$ cat src/sv/odometry_range_bearing_unit_macros.svh
// assertion macros for the odometry range and bearing unit
// used by the top level, which provides clk and rst in scope
`ifndef ODOMETRY_RANGE_BEARING_UNIT_MACROS_SVH
`define ODOMETRY_RANGE_BEARING_UNIT_MACROS_SVH

// property that must hold at every edge out of reset
`define ORB_ASSERT_HOLD(lbl, prop) \
  lbl: assert property (@(posedge clk) disable iff (rst) (prop)) \
    else $error("orb assertion failed");

// implication checked at every edge out of reset
`define ORB_ASSERT_IMP(lbl, ante, cons) \
  lbl: assert property (@(posedge clk) disable iff (rst) (ante) |-> (cons)) \
    else $error("orb assertion failed");

`endif

$ cat src/sv/orb_pkg.sv
// shared constants, types and the arctangent table of the odometry unit
// no dependencies
package orb_pkg;

  localparam int CORDIC_STEPS = 16;
  localparam int ATAN_ENTRIES = 24;
  localparam int STEP_COUNT = (CORDIC_STEPS > ATAN_ENTRIES) ? ATAN_ENTRIES : CORDIC_STEPS;
  localparam int GAIN_BITS = 24;
  localparam logic [GAIN_BITS-1:0] GAIN_INV = 24'd10188015;
  localparam int GUARD = 8;
  localparam int DW = 36;   // cordic datapath width
  localparam int ZW = 34;   // cordic angle width, 2^32 per turn
  localparam int RW = 28;   // width of an ungained result
  localparam int AW = 61;   // serial multiplier accumulator
  localparam logic [24:0] RANGE_MAX = 25'd23726566;
  localparam int DEG_MAX = 11520;
  localparam logic signed [23:0] GOAL_X_RESET = 24'sd714342;
  localparam logic signed [23:0] GOAL_Y_RESET = -24'sd244449;

  localparam logic [1:0] KIND_OWN = 2'd0;
  localparam logic [1:0] KIND_PEER = 2'd1;
  localparam logic [1:0] KIND_TICK = 2'd2;

  localparam logic CFG_GOAL_X = 1'b0;
  localparam logic CFG_GOAL_Y = 1'b1;

  typedef struct packed {
    logic start;
    logic vectoring;
  } orb_cmd_t;

  typedef struct packed {
    logic done;
    logic busy;
  } orb_stat_t;

  function automatic logic signed [ZW-1:0] atan_at(input logic [4:0] idx);
    logic signed [ZW-1:0] a;
    unique case (idx)
      5'd0:  a = 34'sh020000000;
      5'd1:  a = 34'sh012E4051E;
      5'd2:  a = 34'sh009FB385B;
      5'd3:  a = 34'sh0051111D4;
      5'd4:  a = 34'sh0028B0D43;
      5'd5:  a = 34'sh00145D7E1;
      5'd6:  a = 34'sh000A2F61E;
      5'd7:  a = 34'sh000517C55;
      5'd8:  a = 34'sh00028BE53;
      5'd9:  a = 34'sh000145F2F;
      5'd10: a = 34'sh0000A2F98;
      5'd11: a = 34'sh0000517CC;
      5'd12: a = 34'sh000028BE6;
      5'd13: a = 34'sh0000145F3;
      5'd14: a = 34'sh00000A2F9;
      5'd15: a = 34'sh00000517D;
      5'd16: a = 34'sh0000028BE;
      5'd17: a = 34'sh00000145F;
      5'd18: a = 34'sh000000A30;
      5'd19: a = 34'sh000000518;
      5'd20: a = 34'sh00000028C;
      5'd21: a = 34'sh000000146;
      5'd22: a = 34'sh0000000A3;
      5'd23: a = 34'sh000000051;
      default: a = '0;
    endcase
    return a;
  endfunction

endpackage

$ cat src/sv/orb_if.sv
// valid/ready channel interfaces for pose input and range/bearing output
// depends on orb_pkg
interface orb_in_if;
  import orb_pkg::*;
  logic valid;
  logic ready;
  logic [1:0] kind;
  logic signed [23:0] x_coord;
  logic signed [23:0] y_coord;
  logic signed [15:0] heading;
  modport source (output valid, kind, x_coord, y_coord, heading, input ready);
  modport sink (input valid, kind, x_coord, y_coord, heading, output ready);
endinterface

interface orb_out_if;
  import orb_pkg::*;
  logic valid;
  logic ready;
  logic [24:0] goal_range;
  logic signed [14:0] goal_bearing;
  logic [24:0] peer_range;
  logic signed [14:0] peer_bearing;
  modport source (output valid, goal_range, goal_bearing, peer_range, peer_bearing,
                  input ready);
  modport sink (input valid, goal_range, goal_bearing, peer_range, peer_bearing,
                output ready);
endinterface

$ cat src/sv/orb_cordic.sv
// iterative cordic, one micro-rotation a cycle, then a bit-serial gain correction
// depends on orb_pkg
module orb_cordic (
  input  logic clk,
  input  logic rst,
  input  orb_pkg::orb_cmd_t cmd,
  input  logic signed [orb_pkg::DW-1:0] x0,
  input  logic signed [orb_pkg::DW-1:0] y0,
  input  logic signed [orb_pkg::ZW-1:0] z0,
  output orb_pkg::orb_stat_t stat,
  output logic signed [orb_pkg::RW-1:0] x_res,
  output logic signed [orb_pkg::RW-1:0] y_res,
  output logic signed [orb_pkg::ZW-1:0] z_res
);
  import orb_pkg::*;

  localparam logic [1:0] P_IDLE = 2'd0;
  localparam logic [1:0] P_ITER = 2'd1;
  localparam logic [1:0] P_MUL = 2'd2;

  logic [1:0] phase;
  logic [4:0] cnt;
  logic vec;
  logic done;
  logic signed [DW-1:0] x, y;
  logic signed [ZW-1:0] z;
  logic signed [AW-1:0] acc_x, acc_y;
  logic signed [DW-1:0] xs, ys;
  logic ccw;
  logic signed [ZW-1:0] fold_hi, fold_lo;

  assign xs = x >>> cnt;
  assign ys = y >>> cnt;
  assign ccw = vec ? y[DW-1] : ~z[ZW-1];
  assign fold_hi = ZW'(64'sd1 <<< 30);
  assign fold_lo = -fold_hi;

  always_ff @(posedge clk) begin
    if (rst) begin
      phase <= P_IDLE;
      cnt <= '0;
      done <= 1'b0;
      vec <= 1'b0;
    end else begin
      done <= 1'b0;
      unique case (phase)
        P_IDLE: begin
          if (cmd.start) begin
            phase <= P_ITER;
            cnt <= '0;
            vec <= cmd.vectoring;
          end
        end
        P_ITER: begin
          if (cnt == 5'(STEP_COUNT - 1)) begin
            phase <= P_MUL;
            cnt <= '0;
          end else begin
            cnt <= cnt + 5'd1;
          end
        end
        P_MUL: begin
          if (cnt == 5'(GAIN_BITS - 1)) begin
            phase <= P_IDLE;
            done <= 1'b1;
          end else begin
            cnt <= cnt + 5'd1;
          end
        end
        default: phase <= P_IDLE;
      endcase
    end
  end

  // datapath, no reset
  always_ff @(posedge clk) begin
    if (phase == P_IDLE && cmd.start) begin
      if (cmd.vectoring) begin
        if (x0[DW-1]) begin
          x <= -x0;
          y <= -y0;
          z <= y0[DW-1] ? -ZW'(64'sd1 <<< 31) : ZW'(64'sd1 <<< 31);
        end else begin
          x <= x0;
          y <= y0;
          z <= '0;
        end
      end else if (z0 > fold_hi) begin
        x <= -x0;
        y <= -y0;
        z <= z0 - ZW'(64'sd1 <<< 31);
      end else if (z0 < fold_lo) begin
        x <= -x0;
        y <= -y0;
        z <= z0 + ZW'(64'sd1 <<< 31);
      end else begin
        x <= x0;
        y <= y0;
        z <= z0;
      end
    end else if (phase == P_ITER) begin
      if (ccw) begin
        x <= x - ys;
        y <= y + xs;
        z <= z - atan_at(cnt);
      end else begin
        x <= x + ys;
        y <= y - xs;
        z <= z + atan_at(cnt);
      end
      if (cnt == 5'(STEP_COUNT - 1)) begin
        acc_x <= AW'(64'sd1 <<< 31);
        acc_y <= AW'(64'sd1 <<< 31);
      end
    end else if (phase == P_MUL) begin
      if (GAIN_INV[cnt]) begin
        acc_x <= acc_x + (AW'(x) <<< cnt);
        acc_y <= acc_y + (AW'(y) <<< cnt);
      end
    end
  end

  assign stat.done = done;
  assign stat.busy = (phase != P_IDLE);
  assign x_res = RW'(acc_x >>> 32);
  assign y_res = RW'(acc_y >>> 32);
  assign z_res = z;

endmodule

$ cat src/sv/odometry_range_bearing_unit.sv
// odometry range and bearing unit, top level
// depends on orb_pkg, orb_if, orb_cordic and odometry_range_bearing_unit_macros.svh
//
// A pose transaction of kind 0 stores robot one's pose, kind 1 stores robot
// two's position and kind 3 is dropped. A tick (kind 2) rotates robot one's
// displacement since the previous tick by its current heading, adds it to the
// saturating dead-reckoned estimate, and then measures range and bearing from
// the goal and from robot two to the estimate. All three passes share one
// cordic: 16 micro-rotations plus a bit-serial gain correction over the 24
// gain bits each; the sequencer sees each pass done, then starts the next.
// The result is loaded once the previous one is taken, and input is taken
// again the cycle after (a zero difference vector skips its pass). Input is
// not taken while a tick is at work; a finished result sits in the output
// register and poses keep flowing meanwhile, but the next tick stalls before
// delivery until that result is taken. The user must write goal registers
// only while idle; the block itself does not enforce it.
`include "odometry_range_bearing_unit_macros.svh"

module odometry_range_bearing_unit (
  input  logic clk,
  input  logic rst,
  input  logic cfg_we,
  input  logic cfg_index,
  input  logic [23:0] cfg_data,
  orb_in_if.sink in_ch,
  orb_out_if.source out_ch
);
  import orb_pkg::*;

  // sequencer codes
  localparam logic [2:0] S_IDLE = 3'd0;
  localparam logic [2:0] S_ROT = 3'd1;
  localparam logic [2:0] S_GSTART = 3'd2;
  localparam logic [2:0] S_GWAIT = 3'd3;
  localparam logic [2:0] S_PSTART = 3'd4;
  localparam logic [2:0] S_PWAIT = 3'd5;
  localparam logic [2:0] S_HOLD = 3'd6;

  logic [2:0] state;
  logic signed [23:0] goal_x, goal_y;
  logic signed [23:0] own_x, own_y, own_x_prev, own_y_prev;
  logic signed [15:0] own_hdg;
  logic signed [23:0] est_x, est_y, peer_x, peer_y;
  logic [24:0] g_rng, p_rng;
  logic signed [14:0] g_brg, p_brg;

  orb_cmd_t cmd;
  orb_stat_t stat;
  logic signed [DW-1:0] x0, y0;
  logic signed [ZW-1:0] z0;
  logic signed [RW-1:0] x_res, y_res;
  logic signed [ZW-1:0] z_res;

  logic accept;
  logic load_out;
  logic signed [24:0] dx, dy, ex, ey;
  logic signed [28:0] sum_x, sum_y;
  logic signed [40:0] z_wide, deg_full;
  logic signed [17:0] deg;
  logic [24:0] rng_sat;
  logic signed [14:0] brg_sat;

  assign in_ch.ready = (state == S_IDLE);
  assign accept = in_ch.valid & in_ch.ready;

  // output register takes the result once the previous one is gone
  assign load_out = (state == S_HOLD) && (!out_ch.valid || out_ch.ready);

  // displacement since the previous tick
  assign dx = 25'(own_x) - 25'(own_x_prev);
  assign dy = 25'(own_y) - 25'(own_y_prev);

  // difference vector for the pass about to start
  always_comb begin
    if (state == S_GSTART) begin
      ex = 25'(est_x) - 25'(goal_x);
      ey = 25'(est_y) - 25'(goal_y);
    end else begin
      ex = 25'(est_x) - 25'(peer_x);
      ey = 25'(est_y) - 25'(peer_y);
    end
  end

  always_comb begin
    cmd.start = 1'b0;
    cmd.vectoring = 1'b1;
    x0 = DW'(ex) <<< GUARD;
    y0 = DW'(ey) <<< GUARD;
    z0 = ZW'(own_hdg) <<< 16;
    if (accept && in_ch.kind == KIND_TICK) begin
      cmd.start = 1'b1;
      cmd.vectoring = 1'b0;
      x0 = DW'(dx) <<< GUARD;
      y0 = DW'(dy) <<< GUARD;
    end else if ((state == S_GSTART || state == S_PSTART) && (ex != '0 || ey != '0)) begin
      cmd.start = 1'b1;
    end
  end

  orb_cordic u_cordic (
    .clk(clk), .rst(rst), .cmd(cmd), .x0(x0), .y0(y0), .z0(z0),
    .stat(stat), .x_res(x_res), .y_res(y_res), .z_res(z_res)
  );

  // estimate update with saturation to 24 bits
  assign sum_x = 29'(est_x) + 29'(x_res);
  assign sum_y = 29'(est_y) + 29'(y_res);

  // range saturation and bearing in 1/64 degree units, z * 45 / 2^23 rounded half up
  assign z_wide = 41'(z_res);
  assign deg_full = (z_wide <<< 5) + (z_wide <<< 3) + (z_wide <<< 2) + z_wide
                    + 41'(64'sd1 <<< 22);
  assign deg = 18'(deg_full >>> 23);
  assign rng_sat = x_res[RW-1] ? '0 :
                   (x_res > $signed({3'b000, RANGE_MAX}) ? RANGE_MAX : 25'(x_res));
  assign brg_sat = (deg > 18'(DEG_MAX)) ? 15'(DEG_MAX) :
                   (deg < -18'(DEG_MAX)) ? -15'(DEG_MAX) : 15'(deg);

  always_ff @(posedge clk) begin
    if (rst) begin
      state <= S_IDLE;
      goal_x <= GOAL_X_RESET;
      goal_y <= GOAL_Y_RESET;
      own_x <= '0;
      own_y <= '0;
      own_hdg <= '0;
      own_x_prev <= '0;
      own_y_prev <= '0;
      est_x <= '0;
      est_y <= '0;
      peer_x <= '0;
      peer_y <= '0;
      out_ch.valid <= 1'b0;
    end else begin
      if (cfg_we) begin
        unique case (cfg_index)
          CFG_GOAL_X: goal_x <= cfg_data;
          CFG_GOAL_Y: goal_y <= cfg_data;
          default: ;
        endcase
      end
      if (load_out) begin
        out_ch.valid <= 1'b1;
      end else if (out_ch.valid && out_ch.ready) begin
        out_ch.valid <= 1'b0;
      end
      unique case (state)
        S_IDLE: begin
          if (accept) begin
            unique case (in_ch.kind)
              KIND_OWN: begin
                own_x <= in_ch.x_coord;
                own_y <= in_ch.y_coord;
                own_hdg <= in_ch.heading;
              end
              KIND_PEER: begin
                peer_x <= in_ch.x_coord;
                peer_y <= in_ch.y_coord;
              end
              KIND_TICK: begin
                own_x_prev <= own_x;
                own_y_prev <= own_y;
                state <= S_ROT;
              end
              default: ;
            endcase
          end
        end
        S_ROT: begin
          if (stat.done) begin
            est_x <= (sum_x > 29'sd8388607) ? 24'sh7FFFFF :
                     (sum_x < -29'sd8388608) ? 24'sh800000 : 24'(sum_x);
            est_y <= (sum_y > 29'sd8388607) ? 24'sh7FFFFF :
                     (sum_y < -29'sd8388608) ? 24'sh800000 : 24'(sum_y);
            state <= S_GSTART;
          end
        end
        S_GSTART: begin
          if (cmd.start) begin
            state <= S_GWAIT;
          end else begin
            g_rng <= '0;
            g_brg <= '0;
            state <= S_PSTART;
          end
        end
        S_GWAIT: begin
          if (stat.done) begin
            g_rng <= rng_sat;
            g_brg <= brg_sat;
            state <= S_PSTART;
          end
        end
        S_PSTART: begin
          if (cmd.start) begin
            state <= S_PWAIT;
          end else begin
            p_rng <= '0;
            p_brg <= '0;
            state <= S_HOLD;
          end
        end
        S_PWAIT: begin
          if (stat.done) begin
            p_rng <= rng_sat;
            p_brg <= brg_sat;
            state <= S_HOLD;
          end
        end
        S_HOLD: begin
          // load the output register once the previous result is gone
          if (load_out) begin
            out_ch.goal_range <= g_rng;
            out_ch.goal_bearing <= g_brg;
            out_ch.peer_range <= p_rng;
            out_ch.peer_bearing <= p_brg;
            state <= S_IDLE;
          end
        end
        default: state <= S_IDLE;
      endcase
    end
  end

  // cordic finishes only while the sequencer waits on it
  `ORB_ASSERT_IMP(a_done_in_wait, stat.done,
    state == S_ROT || state == S_GWAIT || state == S_PWAIT)
  // a new result appears only out of the hold step
  `ORB_ASSERT_IMP(a_out_from_hold, $rose(out_ch.valid), $past(state) == S_HOLD)
  // the cordic is never started while busy
  `ORB_ASSERT_HOLD(a_no_restart, !(cmd.start && stat.busy))

endmodule

$ cat src/flat_wrapper.sv
// flat-port wrapper written by rule: the top's interface ports become plain ports
module odometry_range_bearing_unit_flat import orb_pkg::*;
  (clk, rst, cfg_we, cfg_index, cfg_data, in_ch_valid, in_ch_kind, in_ch_x_coord, in_ch_y_coord, in_ch_heading, in_ch_ready, out_ch_valid, out_ch_goal_range, out_ch_goal_bearing, out_ch_peer_range, out_ch_peer_bearing, out_ch_ready);
  orb_in_if in_ch_i ();
  orb_out_if out_ch_i ();
  input  logic clk;
  input  logic rst;
  input  logic cfg_we;
  input  logic cfg_index;
  input  logic [23:0] cfg_data;
  input wire logic [$bits(in_ch_i.valid)-1:0] in_ch_valid;
  input wire logic [$bits(in_ch_i.kind)-1:0] in_ch_kind;
  input wire logic [$bits(in_ch_i.x_coord)-1:0] in_ch_x_coord;
  input wire logic [$bits(in_ch_i.y_coord)-1:0] in_ch_y_coord;
  input wire logic [$bits(in_ch_i.heading)-1:0] in_ch_heading;
  output wire logic [$bits(in_ch_i.ready)-1:0] in_ch_ready;
  output wire logic [$bits(out_ch_i.valid)-1:0] out_ch_valid;
  output wire logic [$bits(out_ch_i.goal_range)-1:0] out_ch_goal_range;
  output wire logic [$bits(out_ch_i.goal_bearing)-1:0] out_ch_goal_bearing;
  output wire logic [$bits(out_ch_i.peer_range)-1:0] out_ch_peer_range;
  output wire logic [$bits(out_ch_i.peer_bearing)-1:0] out_ch_peer_bearing;
  input wire logic [$bits(out_ch_i.ready)-1:0] out_ch_ready;
  assign in_ch_i.valid = in_ch_valid;
  assign in_ch_i.kind = in_ch_kind;
  assign in_ch_i.x_coord = in_ch_x_coord;
  assign in_ch_i.y_coord = in_ch_y_coord;
  assign in_ch_i.heading = in_ch_heading;
  assign in_ch_ready = in_ch_i.ready;
  assign out_ch_valid = out_ch_i.valid;
  assign out_ch_goal_range = out_ch_i.goal_range;
  assign out_ch_goal_bearing = out_ch_i.goal_bearing;
  assign out_ch_peer_range = out_ch_i.peer_range;
  assign out_ch_peer_bearing = out_ch_i.peer_bearing;
  assign out_ch_i.ready = out_ch_ready;
  odometry_range_bearing_unit u_core (.clk(clk), .rst(rst), .cfg_we(cfg_we), .cfg_index(cfg_index), .cfg_data(cfg_data), .in_ch(in_ch_i), .out_ch(out_ch_i));
endmodule
$ cat config.mk
export PLATFORM = sky130hd
export DESIGN_NAME = odometry_range_bearing_unit_flat
export DESIGN_NICKNAME = d
export VERILOG_FILES = /design/src/sv/orb_pkg.sv /design/src/sv/orb_if.sv /design/src/sv/orb_cordic.sv /design/src/sv/odometry_range_bearing_unit.sv /design/src/flat_wrapper.sv
export VERILOG_INCLUDE_DIRS = /design/src /design/src/sv
export SDC_FILE = /design/constraint.sdc
export NUM_CORES = 2
export LEC_CHECK = 0
export BUFFER_PORTS_ARGS = -buffer_cell sky130_fd_sc_hd__buf_2
export CAP_MARGIN = 20
export CELL_PAD_IN_SITES_DETAIL_PLACEMENT = 2
export CELL_PAD_IN_SITES_GLOBAL_PLACEMENT = 2
export CORE_UTILIZATION = 40
export CTS_BUF_LIST = sky130_fd_sc_hd__clkbuf_2 sky130_fd_sc_hd__clkbuf_4 sky130_fd_sc_hd__clkbuf_8
export CTS_CLUSTER_DIAMETER = 50
export DETAILED_ROUTE_END_ITERATION = 12
export PLACE_DENSITY_LB_ADDON = 0.1
export SLEW_MARGIN = 20
export SYNTH_ARGS = -nofsm -noshare
export SYNTH_HDL_FRONTEND = slang
export SYNTH_HIERARCHICAL = 1
export SYNTH_SLANG_ARGS = --single-unit
$ cat constraint.sdc
create_clock -name clk -period 33.6 [get_ports clk]
set_input_delay 3.36 -clock clk [delete_from_list [all_inputs] [get_ports clk]]
set_output_delay 3.36 -clock clk [all_outputs]
set_load 0.01 [all_outputs]
### Word-level counts from Yosys, hierarchy flattened

Memories as Yosys holds them, arrays and structs flattened. A register that Yosys moved wholly into a read port is not among the register bits.
Cells that the tools add are included.

| storage, ports and cells | value |
|---|---|
| memories kept | 3 |
| output and inout bits | 82 |
| input bits | 96 |
| logic and storage cells | 224 |
| flip-flop bits (word level) | 657 |
| bits in read-only memories | 1952 |

| operators by class | value |
|---|---|
| add/sub/neg operators | 25 |
| $lt $le $gt $ge | 10 |
| muxes and demuxes | 86 |
| bitwise operators | 6 |
| eq/ne operators | 24 |
| reduce and logical (&&, ||, !) cells | 36 |
| shift-type cells | 4 |

Memories:

| memory | depth | width | rd ports | clocked after memory_dff | wr ports | line | source |
|---|---|---|---|---|---|---|---|
| (name not given) | 32 | 30 | 1 | 1 | 0 | orb_pkg.sv:39 | `unique case (idx)` |
| (name not given) | 32 | 30 | 1 | 1 | 0 | orb_pkg.sv:39 |  |
| (name not given) | 32 | 1 | 1 | 1 | 0 | orb_cordic.sv:116 | `if (GAIN_INV[cnt]) begin` |

Operators by type and width:

| cell | number |
|---|---|
| $mux 36 | 16 |
| $mux 34 | 14 |
| $mux 61 | 7 |
| $mux 25 | 6 |
| $sub 24x24->25 | 6 |
| $add 61x61->61 | 2 |
| $sshl 36x5->61 | 2 |
| $pmux 25 s2 | 2 |
| $mux 24 | 4 |
| $add 36x36->36 | 2 |
| $neg 36->36 | 2 |
| $sshr 36x5->36 | 2 |
| $sub 36x36->36 | 2 |
| $mux 15 | 4 |
| $pmux 15 s2 | 2 |
| $add 24x28->29 | 2 |
| $gt 29x24->1 const B | 2 |
| $lt 29x24->1 const B | 2 |
| $reduce_bool 25->1 | 2 |
| $mux 5 | 9 |
| $add 40x36->41 | 1 |
| $add 41x24->41 const B | 1 |
| $add 41x34->41 | 1 |
| $add 39x37->40 | 1 |
| other kinds (40) | 97 |

### Logic depth before layout (Yosys ltp)

| depth | value |
|---|---|
| depth after elaboration | 13 |
| mapped depth | 34 |
| depth with buffers taken out | 26 |

### Modules after synthesis

Netlist, hierarchy kept.

By module, submodules not included:

| module | cells each | area each (um2) | seq. area each (um2) | instances |
|---|---|---|---|---|
| orb_cordic | 4338 | 35632.9 | 7587.3 | 1 |
| odometry_range_bearing_unit | 3291 | 28350.9 | 10009.6 | 1 |

### Least setup slack after synthesis

Ideal clock, no wire load.

| timing | value |
|---|---|
| path kind | input port to flip-flop |
| start | in rst |
| end | reg u_core.out_ch.goal_bearing[0], enable pin |
| stages | 3 |
| library setup time | 0.743 ns |
| arrival | 11.988 ns |
| setup slack | 20.869 ns |
| path buffers | 2 |
| required time | 32.857 ns |
| path through | clkbuf_1 buf_1 nor4b_1 |

| on the way | value |
|---|---|
| cells in the longest elaborated chain, start to end | 2 |

Ends and longest elaborated chain:

| item | line | source |
|---|---|---|
| start: declaration | flat_wrapper.sv:7 | `input logic rst;` |
| $not 1->1 (no source line) | n/a |  |
| $reduce_and 3->1 (no source line) | n/a |  |
| end signal: assignment | odometry_range_bearing_unit.sv:214 | `out_ch.goal_bearing <= g_brg;` |
| end: declaration | orb_if.sv:23 | `modport source (output valid, goal_range, goal_bearing, peer_range, peer_bearing,` |

Every way passes these cells.
A chain may end at the register's enable or synchronous reset.

==> impl_summary.log <==
INFO  metric cts_inserted_buffers = 146
INFO  metric ctsHoldBuffers = 0
INFO  metric most_used_cells_in_the_layout_excluding_fill_and_tap_cells = 926 x sky130_fd_sc_hd__nand2_1, 752 x sky130_fd_sc_hd__a21oi_1, 701 x sky130_fd_sc_hd__nor2_1, 467 x sky130_fd_sc_hd__ha_1, 414 x sky130_fd_sc_hd__o21ai_0
INFO  metric floorplan.initialDensity = 0.404
INFO  metric crit_fanout = 49
INFO  metric port-buffer-count = 177
INFO  metric wl_per_cell = 27.6 um
INFO  metric worstMarginPinSlew = 1.21 ns
INFO  metric finalCritPeriodShare = 0.291
INFO  metric area_of_the_die = 162,000 sq um
INFO  metric post-route-drc-count = 0
INFO  metric place_congestion = 0.947
INFO  metric synth.avg_cell_area = 8.39 sq um
INFO  metric cts.sink_count = 686
INFO  metric end_kind = register
INFO  metric hold_path.class = register to register
INFO  metric post_layout_min_period = 9.78 ns
INFO  metric number_of_nets_in_the_layout = 8,294
INFO  metric pin_count = 178
INFO  metric antenna_found_initial = 19
INFO  metric ant_nets = 0
INFO  metric rows = 146
INFO  metric grt_setup_unrepaired = false
INFO  metric layout_commonest_cell = sky130_fd_sc_hd__nand2_1
INFO  metric dr.first_iter.drc_count = 4,009
INFO  metric report.final.setup_viol = 0
INFO  metric layout-drive-gt1-share = 0.108
INFO  metric number_of_search_and_repair_iterations_in_the_first_detailed_routing_pass = 5
INFO  metric cp_data_arrival_time = 10.59 ns
INFO  metric syn_to_final_growth = 8.96%
INFO  metric clk_transition_reported_paths = 0.06 ns
INFO  metric hpwlAfterDp = 207,000 um
INFO  metric worstSkewPairLatency = 0.90 ns
INFO  metric clock_tree_from_tritoncts = built
INFO  metric cts_setup_buffers = 0
INFO  metric slew_violations = 0
INFO  metric fmax = 102 MHz
INFO  metric n_fill_cell = 17,800
INFO  metric grt_overflow = 0
INFO  metric setup_tns = 0 ns
INFO  metric yosys_warnings = 6
INFO  metric global_route.peak_usage_layer = met2
INFO  metric post_synth_inst_count = 7,628
INFO  metric use_met3 = 0.0492
INFO  metric die_height = 402 um
INFO  metric cts.root.buffer_cell = sky130_fd_sc_hd__clkbuf_8
INFO  metric grt_max_degree = 108
INFO  metric run_status = completed
INFO  metric timing_worst_setup_path_type = register to register
INFO  metric timing.critical_path.mode_cell = sky130_fd_sc_hd__nand2b_1
INFO  metric met2_usage = 0.559
INFO  metric timing.max_slew.rel_slack = 0.191
INFO  metric report.final.hold_viol_count = 0
INFO  metric grt_met1_usage = 0.413
INFO  metric routed-via-count = 61,000
INFO  metric crit_required = 34.41 ns
INFO  metric design.core.area = 159,000 sq um
INFO  metric die_width = 402 um
INFO  metric avgViaCountPerCell = 6.19
INFO  metric worst_path_max_delay_cell = sky130_fd_sc_hd__clkinv_1
INFO  metric cts_repair_resize_count = 0
INFO  metric routed_wirelength = 272,000 um
INFO  metric cap_violations = 0
INFO  metric grt_pass1_wl = 409,000 um
INFO  metric crit_path_start_kind = register
INFO  metric combined_area_of_all_synthesized_cells = 64,000 sq um
INFO  metric grt_usage = 0.327
INFO  metric fin_skew = 0.0466 ns
INFO  metric timing.critical_path.slowest_cell_delay = 0.81 ns
INFO  metric clock_tree.htree_level_count = 4
INFO  metric clock_path_buffers = 3
INFO  metric grt_pass1_vias = 65,100
==> routing by layer <==
metal,vias up,wire [um]
met1,31100,117000
met4,14,10500
met5,-,86
met3,485,13300
li1,27800,-
met2,1568,131000
==> worst paths after layout <==
check | startpoint | endpoint | slack (ns) | cells after the start
min | u_core/g_rng[24] | u_core/out_ch.goal_range[24] | 0.41 | 0
max | u_core/state[1] | register | 23.82 | 27
min reg2reg | u_core/g_rng[24] | u_core/out_ch.goal_range[24] | 0.41 | 0
max reg2reg | u_core/state[1] | register | 23.82 | 27
==> state kept, by name (all words and copies together) (netlist names), 25 cells and up, named ones only <==
name / cells
u_core/u_cordic/acc_x: 60
u_core/u_cordic/acc_y: 60
u_core/u_cordic/x: 36
u_core/u_cordic/y: 36
u_core/u_cordic/z_res: 34
u_core/g_rng: 25
u_core/out_ch.goal_range: 25
u_core/out_ch.peer_range: 25
u_core/p_rng: 25
==> through the flow <==
| stage | worst slack (ns) | util | cell area, sq um | hold WS, ns | cells |
|---|---|---|---|---|---|
| floorplan | 20.87 | - | 64300 | 0.400 | 7717 |
| detailed placement | 23.99 | 0.419 | 66500 | 0.406 | 9580 |
| global route | 23.50 | 0.440 | 69700 | 0.419 | 9852 |
| finish | 23.82 | 0.440 | 69700 | 0.412 | 9853 |
| CTS | 24.03 | 0.440 | 69700 | 0.407 | 9848 |
| global placement | 24.13 | 0.419 | 66500 | 0.402 | 9578 |
==> cell type report <==
type                            count  area (sq um)  share of cell area
Antenna cell                        5          12.5            0.000179
Clock buffer                      208          2610              0.0374
Clock inverter                     60           602             0.00863
Inverter                          296          1110              0.0160
Multi-Input combinational cell   6265         43600               0.626
Sequential cell                   686         17600               0.253
Tap cell                         2072          2590              0.0372
Timing Repair Buffer              261          1560              0.0224
==> worst max-delay path: cells and delay by family, from the launching register on <==
family / cells / cell delay, ns
AO/OA/AOI/OAI: 8 / 2.27
multiplexers: 1 / 0.41
buffers and inverters: 3 / 1.42
XOR/XNOR: 1 / 0.14
flip-flops: 1 / 0.63
adder cells (fa/ha/maj): 2 / 0.63
AND/OR/NAND/NOR: 12 / 4.13
Power is left out: the tool's default activity adds up to more than one toggle a clock period on the data nets, which glitch-free logic cannot reach.
